$ cat src/i2cms_pkg.sv
// Shared types and constants for the I2C master status sequencer.
// Depends on nothing; imported by i2cms_decode and i2c_master_status_sequencer.
`default_nettype none

package i2cms_pkg;

    // Kinds of input beat
    localparam logic [1:0] ACT_LOAD  = 2'd0;
    localparam logic [1:0] ACT_EVENT = 2'd1;
    localparam logic [1:0] ACT_READ  = 2'd2;
    localparam logic [1:0] ACT_BEGIN = 2'd3;

    // Controller status codes
    localparam logic [7:0] ST_START       = 8'h08;
    localparam logic [7:0] ST_REP_START   = 8'h10;
    localparam logic [7:0] ST_SLA_W_ACK   = 8'h18;
    localparam logic [7:0] ST_SLA_W_NACK  = 8'h20;
    localparam logic [7:0] ST_DATA_W_ACK  = 8'h28;
    localparam logic [7:0] ST_DATA_W_NACK = 8'h30;
    localparam logic [7:0] ST_ARB_LOST    = 8'h38;
    localparam logic [7:0] ST_SLA_R_ACK   = 8'h40;
    localparam logic [7:0] ST_SLA_R_NACK  = 8'h48;
    localparam logic [7:0] ST_DATA_R_ACK  = 8'h50;
    localparam logic [7:0] ST_DATA_R_NACK = 8'h58;

    // Configuration register indexes
    localparam logic [1:0] CFG_WRITE_LENGTH   = 2'd0;
    localparam logic [1:0] CFG_READ_LENGTH    = 2'd1;
    localparam logic [1:0] CFG_RESTART_SECOND = 2'd2;

    typedef enum logic [2:0] {
        PH_IDLE      = 3'd0,
        PH_STARTED   = 3'd1,
        PH_RESTARTED = 3'd2,
        PH_REPSTART  = 3'd3,
        PH_DACK      = 3'd4,
        PH_DNACK     = 3'd5
    } phase_t;

    // Decoded actions of one beat
    typedef struct packed {
        logic   buf_write;
        logic   read_back;
        logic   send_valid;
        logic   set_start;
        logic   set_stop;
        logic   set_ack;
        logic   clear_start;
        logic   clear_interrupt;
        phase_t phase;
    } seq_ctrl_t;

endpackage

`default_nettype wire

$ cat src/i2c_master_status_sequencer.sv
// Top level of the I2C master status sequencer: stream ports, state, buffer memory.
// Depends on i2cms_pkg and i2cms_decode.
`default_nettype none

// Steps an I2C master transfer from controller status codes. Each input beat
// (load, status event, read-back or begin) yields exactly one result beat in the
// cycle after it is accepted; a new beat is accepted in every cycle while the
// result side keeps up, so throughput is one item per cycle. All positions,
// phase and control actions are settled at acceptance; the simple dual-port
// transfer buffer (BUFFER_DEPTH bytes, one write and one registered read per
// cycle) supplies send_byte and buffer_byte in the result register. Buffer
// entries are undefined until loaded. Configuration writes are always ready
// and should be issued only while no beat is in flight.
module i2c_master_status_sequencer #(
    parameter int BUFFER_DEPTH = 64
) (
    input  wire logic        clk,
    input  wire logic        rst_n,
    // Input stream
    input  wire logic        s_tvalid,
    output logic             s_tready,
    input  wire logic [23:0] s_tdata,   // status_code[7:0], data_byte[15:8],
                                        // buffer_index[21:16], zero[23:22]
    input  wire logic [1:0]  s_tuser,   // action[1:0]
    // Result stream
    output logic             m_tvalid,
    input  wire logic        m_tready,
    output logic [31:0]      m_tdata,   // send_valid[0], send_byte[8:1], set_start[9],
                                        // set_stop[10], set_ack[11], clear_start[12],
                                        // clear_interrupt[13], master_state[16:14],
                                        // buffer_byte[24:17], zero[31:25]
    // Configuration writes
    input  wire logic        cfg_valid,
    output logic             cfg_ready,
    input  wire logic [1:0]  cfg_index,
    input  wire logic [5:0]  cfg_data
);

    import i2cms_pkg::*;

    localparam int AW = $clog2(BUFFER_DEPTH);

    logic [5:0]    write_length_reg;
    logic [5:0]    read_length_reg;
    logic          restart_second_reg;

    logic [AW-1:0] write_pos_reg;
    logic [AW-1:0] read_pos_reg;
    phase_t        phase_reg;
    logic          out_valid_reg;
    seq_ctrl_t     ctl_reg;
    logic [7:0]    rdata_reg;

    logic [7:0]    buf_mem [BUFFER_DEPTH];

    seq_ctrl_t     ctl_next;
    logic [AW-1:0] write_pos_next;
    logic [AW-1:0] read_pos_next;
    logic [AW-1:0] rd_addr;
    logic [AW-1:0] wr_addr;
    logic          accept;
    logic [7:0]    send_byte;
    logic [7:0]    buffer_byte;

    assign cfg_ready = 1'b1;
    assign s_tready  = !out_valid_reg || m_tready;
    assign accept    = s_tvalid && s_tready;

    i2cms_decode #(
        .BUFFER_DEPTH(BUFFER_DEPTH)
    ) u_decode (
        .action         (s_tuser),
        .status_code    (s_tdata[7:0]),
        .buffer_index   (s_tdata[21:16]),
        .phase          (phase_reg),
        .write_pos      (write_pos_reg),
        .read_pos       (read_pos_reg),
        .write_length   (write_length_reg),
        .read_length    (read_length_reg),
        .restart_second (restart_second_reg),
        .ctl            (ctl_next),
        .write_pos_next (write_pos_next),
        .read_pos_next  (read_pos_next),
        .rd_addr        (rd_addr),
        .wr_addr        (wr_addr)
    );

    always_ff @(posedge clk or negedge rst_n)
    begin
        if (!rst_n)
        begin
            write_length_reg   <= '0;
            read_length_reg    <= '0;
            restart_second_reg <= 1'b0;
        end
        else if (cfg_valid && cfg_ready)
        begin
            case (cfg_index)
                CFG_WRITE_LENGTH:   write_length_reg   <= cfg_data;
                CFG_READ_LENGTH:    read_length_reg    <= cfg_data;
                CFG_RESTART_SECOND: restart_second_reg <= cfg_data[0];
                default:
                begin
                end
            endcase
        end
    end

    always_ff @(posedge clk or negedge rst_n)
    begin
        if (!rst_n)
        begin
            write_pos_reg <= '0;
            read_pos_reg  <= '0;
            phase_reg     <= PH_IDLE;
            out_valid_reg <= 1'b0;
        end
        else
        begin
            if (accept)
            begin
                write_pos_reg <= write_pos_next;
                read_pos_reg  <= read_pos_next;
                phase_reg     <= ctl_next.phase;
                out_valid_reg <= 1'b1;
            end
            else if (m_tready)
                out_valid_reg <= 1'b0;
        end
    end

    // Result payload; hold while the result side stalls
    always_ff @(posedge clk)
    begin
        if (accept)
            ctl_reg <= ctl_next;
    end

    always_ff @(posedge clk)
    begin
        if (accept && ctl_next.buf_write)
            buf_mem[wr_addr] <= s_tdata[15:8];
    end

    always_ff @(posedge clk)
    begin
        if (accept)
            rdata_reg <= buf_mem[rd_addr];
    end

    assign send_byte   = ctl_reg.send_valid ? rdata_reg : 8'h00;
    assign buffer_byte = ctl_reg.read_back ? rdata_reg : 8'h00;

    assign m_tvalid = out_valid_reg;
    assign m_tdata  = {7'd0,
                       buffer_byte,
                       ctl_reg.phase,
                       ctl_reg.clear_interrupt,
                       ctl_reg.clear_start,
                       ctl_reg.set_ack,
                       ctl_reg.set_stop,
                       ctl_reg.set_start,
                       send_byte,
                       ctl_reg.send_valid};

endmodule

`default_nettype wire

$ cat src/i2cms_decode.sv
// Combinational decode of one beat: control actions, next positions and buffer addresses.
// Depends on i2cms_pkg.
`default_nettype none

module i2cms_decode #(
    parameter int BUFFER_DEPTH = 64,
    localparam int AW = $clog2(BUFFER_DEPTH)
) (
    input  wire logic [1:0]        action,
    input  wire logic [7:0]        status_code,
    input  wire logic [5:0]        buffer_index,
    input  wire i2cms_pkg::phase_t phase,
    input  wire logic [AW-1:0]     write_pos,
    input  wire logic [AW-1:0]     read_pos,
    input  wire logic [5:0]        write_length,
    input  wire logic [5:0]        read_length,
    input  wire logic              restart_second,
    output i2cms_pkg::seq_ctrl_t   ctl,
    output logic [AW-1:0]          write_pos_next,
    output logic [AW-1:0]          read_pos_next,
    output logic [AW-1:0]          rd_addr,
    output logic [AW-1:0]          wr_addr
);

    import i2cms_pkg::*;

    localparam int CW = (AW > 6) ? AW : 6;
    localparam int DW = CW + 1;

    function automatic logic [AW-1:0] wrap_inc(input logic [AW-1:0] p);
        logic [AW-1:0] r;
        if (p == AW'(BUFFER_DEPTH - 1))
            r = '0;
        else
            r = p + 1'b1;
        return r;
    endfunction

    function automatic logic [AW-1:0] wrap_add3(input logic [AW-1:0] p);
        logic [AW:0] s;
        s = {1'b0, p} + (AW+1)'(3);
        if (s >= (AW+1)'(BUFFER_DEPTH))
            s = s - (AW+1)'(BUFFER_DEPTH);
        return s[AW-1:0];
    endfunction

    // Index below 64 and depth at least 8: seven conditional subtracts suffice
    function automatic logic [AW-1:0] wrap_index(input logic [5:0] idx);
        logic [DW-1:0] v;
        v = DW'(idx);
        for (int k = 0; k < 7; k++)
        begin
            if (v >= DW'(BUFFER_DEPTH))
                v = v - DW'(BUFFER_DEPTH);
        end
        return v[AW-1:0];
    endfunction

    logic [AW-1:0] write_inc;
    logic [AW-1:0] read_inc;
    logic [AW-1:0] index_wrapped;
    logic          write_done;
    logic          write_inc_done;
    logic          read_inc_done;
    logic          reads_left;

    assign write_inc      = wrap_inc(write_pos);
    assign read_inc       = wrap_inc(read_pos);
    assign index_wrapped  = wrap_index(buffer_index);
    assign write_done     = (CW'(write_pos) == CW'(write_length));
    assign write_inc_done = (CW'(write_inc) == CW'(write_length));
    assign read_inc_done  = (CW'(read_inc) == CW'(read_length));
    assign reads_left     = (read_length != 6'd0);

    always_comb
    begin
        ctl            = '0;
        ctl.phase      = phase;
        write_pos_next = write_pos;
        read_pos_next  = read_pos;
        rd_addr        = index_wrapped;
        wr_addr        = index_wrapped;

        case (action)
            ACT_LOAD:
            begin
                ctl.buf_write = 1'b1;
            end
            ACT_READ:
            begin
                ctl.read_back = 1'b1;
            end
            ACT_BEGIN:
            begin
                write_pos_next = '0;
                read_pos_next  = '0;
                ctl.phase      = PH_IDLE;
                ctl.set_start  = 1'b1;
            end
            ACT_EVENT:
            begin
                ctl.clear_interrupt = 1'b1;
                case (status_code)
                    ST_START:
                    begin
                        ctl.send_valid  = 1'b1;
                        rd_addr         = '0;
                        ctl.clear_start = 1'b1;
                        ctl.phase       = PH_STARTED;
                    end
                    ST_REP_START:
                    begin
                        ctl.send_valid  = restart_second;
                        rd_addr         = AW'(2);
                        ctl.clear_start = 1'b1;
                        ctl.phase       = PH_RESTARTED;
                    end
                    ST_SLA_W_ACK:
                    begin
                        if (phase == PH_STARTED)
                        begin
                            ctl.send_valid = 1'b1;
                            rd_addr        = write_inc;
                            write_pos_next = write_inc;
                            ctl.phase      = PH_DACK;
                        end
                    end
                    ST_DATA_W_ACK, ST_DATA_W_NACK:
                    begin
                        if (!write_done)
                        begin
                            ctl.send_valid = 1'b1;
                            rd_addr        = write_inc;
                            write_pos_next = write_inc;
                            if (!write_inc_done)
                                ctl.phase = PH_DACK;
                            else if (reads_left)
                            begin
                                ctl.set_start = 1'b1;
                                ctl.phase     = PH_REPSTART;
                            end
                            else
                                ctl.phase = PH_DNACK;
                        end
                        else if (reads_left)
                        begin
                            ctl.set_start = 1'b1;
                            ctl.phase     = PH_REPSTART;
                        end
                        else
                        begin
                            ctl.set_stop = 1'b1;
                            ctl.phase    = PH_DNACK;
                        end
                    end
                    ST_SLA_R_ACK:
                    begin
                        ctl.set_ack = 1'b1;
                    end
                    ST_DATA_R_ACK, ST_DATA_R_NACK:
                    begin
                        // Store the received byte three entries past the read position
                        ctl.buf_write = 1'b1;
                        wr_addr       = wrap_add3(read_pos);
                        ctl.set_ack   = 1'b1;
                        if (!read_inc_done)
                        begin
                            read_pos_next = read_inc;
                            ctl.phase     = PH_DACK;
                        end
                        else
                        begin
                            read_pos_next = '0;
                            ctl.phase     = PH_DNACK;
                        end
                    end
                    ST_SLA_W_NACK, ST_SLA_R_NACK:
                    begin
                        ctl.phase = PH_DNACK;
                    end
                    ST_ARB_LOST:
                    begin
                        // hold the phase; only the interrupt is cleared
                    end
                    default:
                    begin
                    end
                endcase
            end
            default:
            begin
            end
        endcase
    end

endmodule

`default_nettype wire
$ cat config.mk
export PLATFORM = sky130hd
export DESIGN_NAME = i2c_master_status_sequencer
export DESIGN_NICKNAME = d
export VERILOG_FILES = /design/src/i2cms_pkg.sv /design/src/i2c_master_status_sequencer.sv /design/src/i2cms_decode.sv
export SDC_FILE = /design/constraint.sdc
export NUM_CORES = 1
export LEC_CHECK = 0
export ABC_CLOCK_PERIOD_IN_PS = 7330
export BUFFER_PORTS_ARGS = -buffer_cell sky130_fd_sc_hd__buf_2
export CAP_MARGIN = 25
export CORE_MARGIN = 5
export CORE_UTILIZATION = 60
export DETAILED_ROUTE_END_ITERATION = 8
export GPL_TIMING_DRIVEN = 0
export PLACE_DENSITY = 0.88
export REMOVE_ABC_BUFFERS = 1
export SETUP_SLACK_MARGIN = 0.5
export SYNTH_ARGS = -nofsm -noshare
export SYNTH_HDL_FRONTEND = slang
export SYNTH_SLANG_ARGS = --single-unit
$ cat constraint.sdc
create_clock -name clk -period 7.33 [get_ports clk]
set_input_delay 1.8325 -clock clk [delete_from_list [all_inputs] [get_ports clk]]
set_output_delay 1.8325 -clock clk [all_outputs]
set_load 0.005 [all_outputs]
; Word level (Yosys, flattened, before mapping)
; Memories as Yosys holds them, arrays and structs flattened. A register that Yosys moved wholly into a read port is not among the register bits.
; Cells that the tools add are included.
; W data, S select, Z words.
[op_classes]
reduce_logical = 20
eq_ne = 25
div = 0
mux = 45
shifts = 0
n_addsub = 4
n_mul = 0
order_cmp = 1
n_bitwise = 0
[op_table]
columns = cell, n
row1 = $mux W6, 12
row2 = $pmux W6 S2, 3
row3 = $eq A8 B7 Y1 const B, 4
row4 = $eq A8 B6 Y1 const B, 3
row5 = $pmux W6 S4, 1
row6 = $eq A6 B6 Y1, 3
row7 = $pmux W3 S6, 1
row8 = $mux W1, 17
row9 = $eq A8 B5 Y1 const B, 2
row10 = $mux W8, 2
row11 = $add A6 B1 Y6 const B, 2
row12 = $eq A6 B6 Y1 const B, 2
row13 = $mux W3, 4
row14 = $eq A8 B4 Y1 const B, 1
row15 = $reduce_or A2 Y1, 4
row16 = $add A6 B2 Y7 const B, 1
row17 = $ge A7 B7 Y1 const B, 1
row18 = $eq A2 B2 Y1 const B, 3
row19 = $ne A3 B3 Y1 const B, 2
row20 = $pmux W3 S2, 1
row21 = $reduce_and A2 Y1, 3
row22 = $reduce_and A3 Y1, 2
row23 = $reduce_bool A6 Y1, 1
row24 = $sub A6 B1 Y6 const B, 1
row25 = 14 further kinds, 19
[totals]
mem_bits_rw = 512
out_inout_bits = 35
memories = 1
latchBits = 0
elab_cells = 111
reg_bits = 39
rom_bits = 0
inputBits = 39
[memory_table]
columns = name, words, word_bits, read_ports, rd_ports_with_merged_regs, write_ports, line_no
row1 = buf_mem, 64, 8, 1, 1, 1, i2c_master_status_sequencer.sv:54  ; logic [7:0] buf_mem [BUFFER_DEPTH];

; Logic depth before layout (Yosys ltp)
[logic_depth]
word_depth = 7
ltp_mapped = 14
ltp_nobuf = 11

; By module
; A second synthesis with hierarchy kept.
[unflattened]
hier_cells = 1311
hier_area_um2 = 23391.2
[by_module_without_submodules]
columns = module, instances, cells_per_inst, area_per_inst_um2
row1 = i2c_master_status_sequencer, 1, 1041, 21750.9
row2 = i2cms_decode, 1, 270, 1640.3

; Worst setup path after synthesis
; Ideal clock, no wire load.
[synth_timing]
path_kind = input-to-reg
from = input port s_tdata[1]
to = register rdata_reg[0] (read register of buf_mem), data pin
setup_slack_ps = 2648
arrival_ps = 4428
stages = 13
cell_sequence = or4_4 or3_4 nor3_4 a211o_2 or2_1 buf_2 and2_1 buf_4 clkbuf_1 nand3_1 nand4_1 nand4_1 o21a_1
[synth_via]
elab_chain_len = 4
elab_cells_between_ends = 8
[synth_rtl]
columns = element, line_no
row1 = start: declaration, i2c_master_status_sequencer.sv:22  ; input wire logic [23:0] s_tdata,
row2 = $eq A8 B6 Y1, i2cms_decode.sv:103  ; case (status_code)
row3 = $reduce_or A2 Y1, i2cms_decode.sv:103
row4 = $pmux W6 S4 *, i2cms_decode.sv:103
row5 = $mux W6 *, i2cms_decode.sv:84  ; case (action)
row6 = end: declaration, i2c_master_status_sequencer.sv:52  ; logic [7:0] rdata_reg;
; Every way passes the cells marked *; elsewhere a longest branch is shown, timed or not.
; A chain may end at the register's enable or synchronous reset.

; Worst setup path after layout
[layout_timing]
from = input port s_tuser[1]
to = register rdata_reg[1] (read register of buf_mem), data pin
[layout_via]
elab_chain_len = 2
[layout_rtl]
columns = element, line_no
row1 = start: declaration, i2c_master_status_sequencer.sv:24  ; input wire logic [1:0] s_tuser,
row2 = $eq A2 B1 Y1, i2cms_decode.sv:84
row3 = $mux W6, i2cms_decode.sv:84
; Every way passes these cells.

==> results.py <==
metrics = {
    "logic_synthesis": {
        "synth_cells": 1785,
        "syn-cell-area_um2": 23500,
        "synth.area.top_cells": "edfxtp_1 (68%), nand2_1 (5.5%), dfrtp_1 (3.1%), mux2i_1 (2.8%), nand3_1 (2.4%)",
        "ys_top_cells_by_count": "edfxtp_1 (530), nand2_1 (346), nand3_1 (115)",
        "synth_edf_count": 530,
        "synth_area_per_cell_um2": 13.2,
        "yosysSeqAreaShare_pct": 70.7,
        "synthArstFlopShare_pct": 5.19,
        "synth_seq_cells": 559,
        "synth_area_leader_cell": "edfxtp_1",
        "netlist-cell-type-count": 64,
        "synthFlopType": "edfxtp_1",
        "ys_warn_count": 0,
        "synth_top_area_share_pct": 67.6,
        "yosysMostFrequentCell": "edfxtp_1",
    },
    "floorplan": {
        "fp.dieW_um": 208,
        "die-area_um2": 43300,
        "boundaryPins": 74,
        "rows": 72,
        "core-area_um2": 38700,
        "start_util_pct": 60.8,
        "fp.dieH_um": 208,
    },
    "global_route": {
        "grt_usage_pct": 26.5,
        "gr-total-overflow": 0,
        "grt_max_degree": 65,
        "grt_pass1_vias": 15200,
        "antenna_found_initial": 5,
        "grt_pass1_wl_um": 89700,
    },
    "power": {
        "pwr-share-seq_pct": 54.3,
        "switching_share_pct": 22.5,
        "finalPower_uw": 6540,
        "leakagePower_uw": 0.00892,
        "internal_power_uw": 5070,
        "powerDensity_nw_per_um2": 249,
        "combPwrFrac_pct": 7.0,
        "p_sw_uw": 1470,
        "ir_drop_uv": 181,
        "pwr-share-clk_pct": 38.8,
    },
    "sta": {
        "finalHoldViolCount": 0,
        "worstMarginPinSlew_ps": 1130,
        "min_period_ps": 6370,
        "rsz0062_at_grt": "false",
        "skew_ps": 32.9,
        "finalCritPeriodShare_pct": 86.9,
        "maxSlewHeadroom_pct": 23.7,
        "setup_tns_ps": 0,
        "drv_slew": 0,
        "clock.fmax_mhz": 157,
        "setup_viol": 0,
    },
    "clocking": {
        "post_cts_resize_count": 0,
        "insertion_delay_ps": 600,
        "cts_max_level": 2,
        "cts_buffers": 53,
        "root_buffer": "clkbuf_16",
        "post_cts_buffers": 0,
        "cts.sinks": 559,
        "cts_hold_buf": 0,
        "cts_tree": "yes",
        "cts.clk_slew.worst_paths_ps": 60,
        "cts_buffer_depth": 3,
    },
    "setup_path": {
        "arrival_ps": 6830,
        "end_kind": "flop",
        "cp-start-kind": "input port",
        "crit_required_ps": 7780,
        "cp_max_fo": 37,
        "path_class": "in2reg",
    },
    "placed_design": {
        "gp_congestion": 0.848,
        "numPortBuffers": 63,
        "dp_hpwl_um": 36300,
        "placed_cell_area_um2": 24600,
    },
    "route": {
        "wire_per_inst_um": 25.1,
        "drtPass1Iterations": 7,
        "viasPerCell": 6.71,
        "ant_nets": 0,
        "drc": 0,
        "drt_iter0_drc": 2355,
        "drt-total-wl_um": 59600,
        "vias": 15900,
    },
    "final_layout": {
        "largest_reg_flops": 512,
        "antenna_cells": 0,
        "layout.nets": 1864,
        "final_area_um2": 26200,
        "synthToLayoutAreaGrowth_pct": 11.3,
        "final_layout_size_suffix_gt1_share_pct": 10.8,
    },
    "job": {
        "maxCapViolCount": 0,
    },
    "status": {
        "status": "completed",
    },
    "min_path": {
        "hp-class": "reg2reg",
    },
}
## metrics by stage
stage | cells | hold slack (ps) | worst slack (ps) | utilization [%]
2_1_floorplan | 1674 | 480 | -2340 | -
3_3_place_gp | 2255 | 500 | -6440 | 61.8
3_5_place_dp | 2283 | 498 | 678 | 63.6
4_1_cts | 2373 | 512 | 1120 | 67.6
5_1_grt | 2375 | 540 | 905 | 67.7
6_report | 2375 | 512 | 957 | 67.7
## layout by cell type, fill, tap and decap left out, drive strengths merged, types with 5 or more instances in the layout
master	count
nor4	11
a32oi	50
or2	7
dfrtp	29
o21ai	65
a221o	8
and2	21
nand3b	5
conb	8
nand2b	8
nand4	35
inv	45
a21oi	13
o211ai	18
clkbuf	67
nor3	8
or3	5
nand2	346
clkinv	16
o2111ai	18
mux2	14
and3	10
o211a	8
a31oi	42
o31a	11
o31ai	10
mux2i	65
edfxtp	530
xor2	9
o21a	10
nor2	96
nand3	115
buf	93
xnor2	19
## layer usage
layer / wire [um] / up-vias / GRT usage (%)
met1: 20500 / 7607 / 35.2
met2: 28400 / 1362 / 43.0
met5: 59 / - / 0
met3: 7900 / 229 / 6.13
li1: - / 6737 / -
met4: 2700 / 10 / 10.8
## logic make-up (layout without fill, tap and decap cells)
logic type | after synthesis | in the layout | synth area share (%)
muxes | 79 | 79 | 3.43
adders and majority gates | 3 | 3 | 0.159
xor gates and xnor gates | 28 | 28 | 1.04
and+or+nand+nor | 676 | 676 | 12.9
buffers and inverters | 160 | 226 | 3.22
AOI/OAI and AO/OA | 278 | 278 | 8.56
other | 2 | 8 | 0.0319
DFF | 559 | 559 | 70.7
## power by group through the flow
stage / sequential (uW) / clock [uW] / combinational [uW]
2_1_floorplan: 3610 / 0 / 244
3_3_place_gp: 3620 / 0 / 413
3_5_place_dp: 3620 / 0 / 432
4_1_cts: 3550 / 2530 / 441
5_1_grt: 3550 / 2660 / 480
6_report: 3550 / 2530 / 455
## path summary, 6_finish.rpt
kind                                                start                             end  slack (ps)  cells past startpoint
hold reg to reg            restart_second_reg$_DFFE_PN0P_  restart_second_reg$_DFFE_PN0P_         510                      1
setup / recovery                               s_tuser[1]          rdata_reg[1]$_DFFE_PP_         960                     16
setup reg to reg                 phase_reg[0]$_DFFE_PN0P_          rdata_reg[1]$_DFFE_PP_        2220                     14
max in group asynchronous                           rst_n    write_pos_reg[5]$_DFFE_PN0P_        5620                      1
hold / removal             restart_second_reg$_DFFE_PN0P_  restart_second_reg$_DFFE_PN0P_         510                      1
min in group asynchronous                           rst_n     read_pos_reg[0]$_DFFE_PN0P_        1260                      1
## final cells by class
| type | instances | area, um2 |
|---|---|---|
| timing repair buffer | 93 | 978 |
| sequential | 559 | 16600 |
| inverter | 43 | 161 |
| tap | 518 | 648 |
| fill | 2371 | 12500 |
| clock inverter | 23 | 171 |
| clock buffer | 67 | 1380 |
| multi-input combinational | 1072 | 6230 |
## worst max-delay path, stage by stage
cell      delay, ps
buf_2           130
nand2b_1        340
inv_1           290
nand3_1         250
nor2_1          190
a31oi_1         380
o21ai_4         740
buf_16          240
buf_16          200
buf_16          180
buf_12          220
nand2_1          90
a32oi_1         350
a31oi_1         180
nor4_1          980
o21a_1          200
No activity file was read; power rests on OpenSTA's default activity.
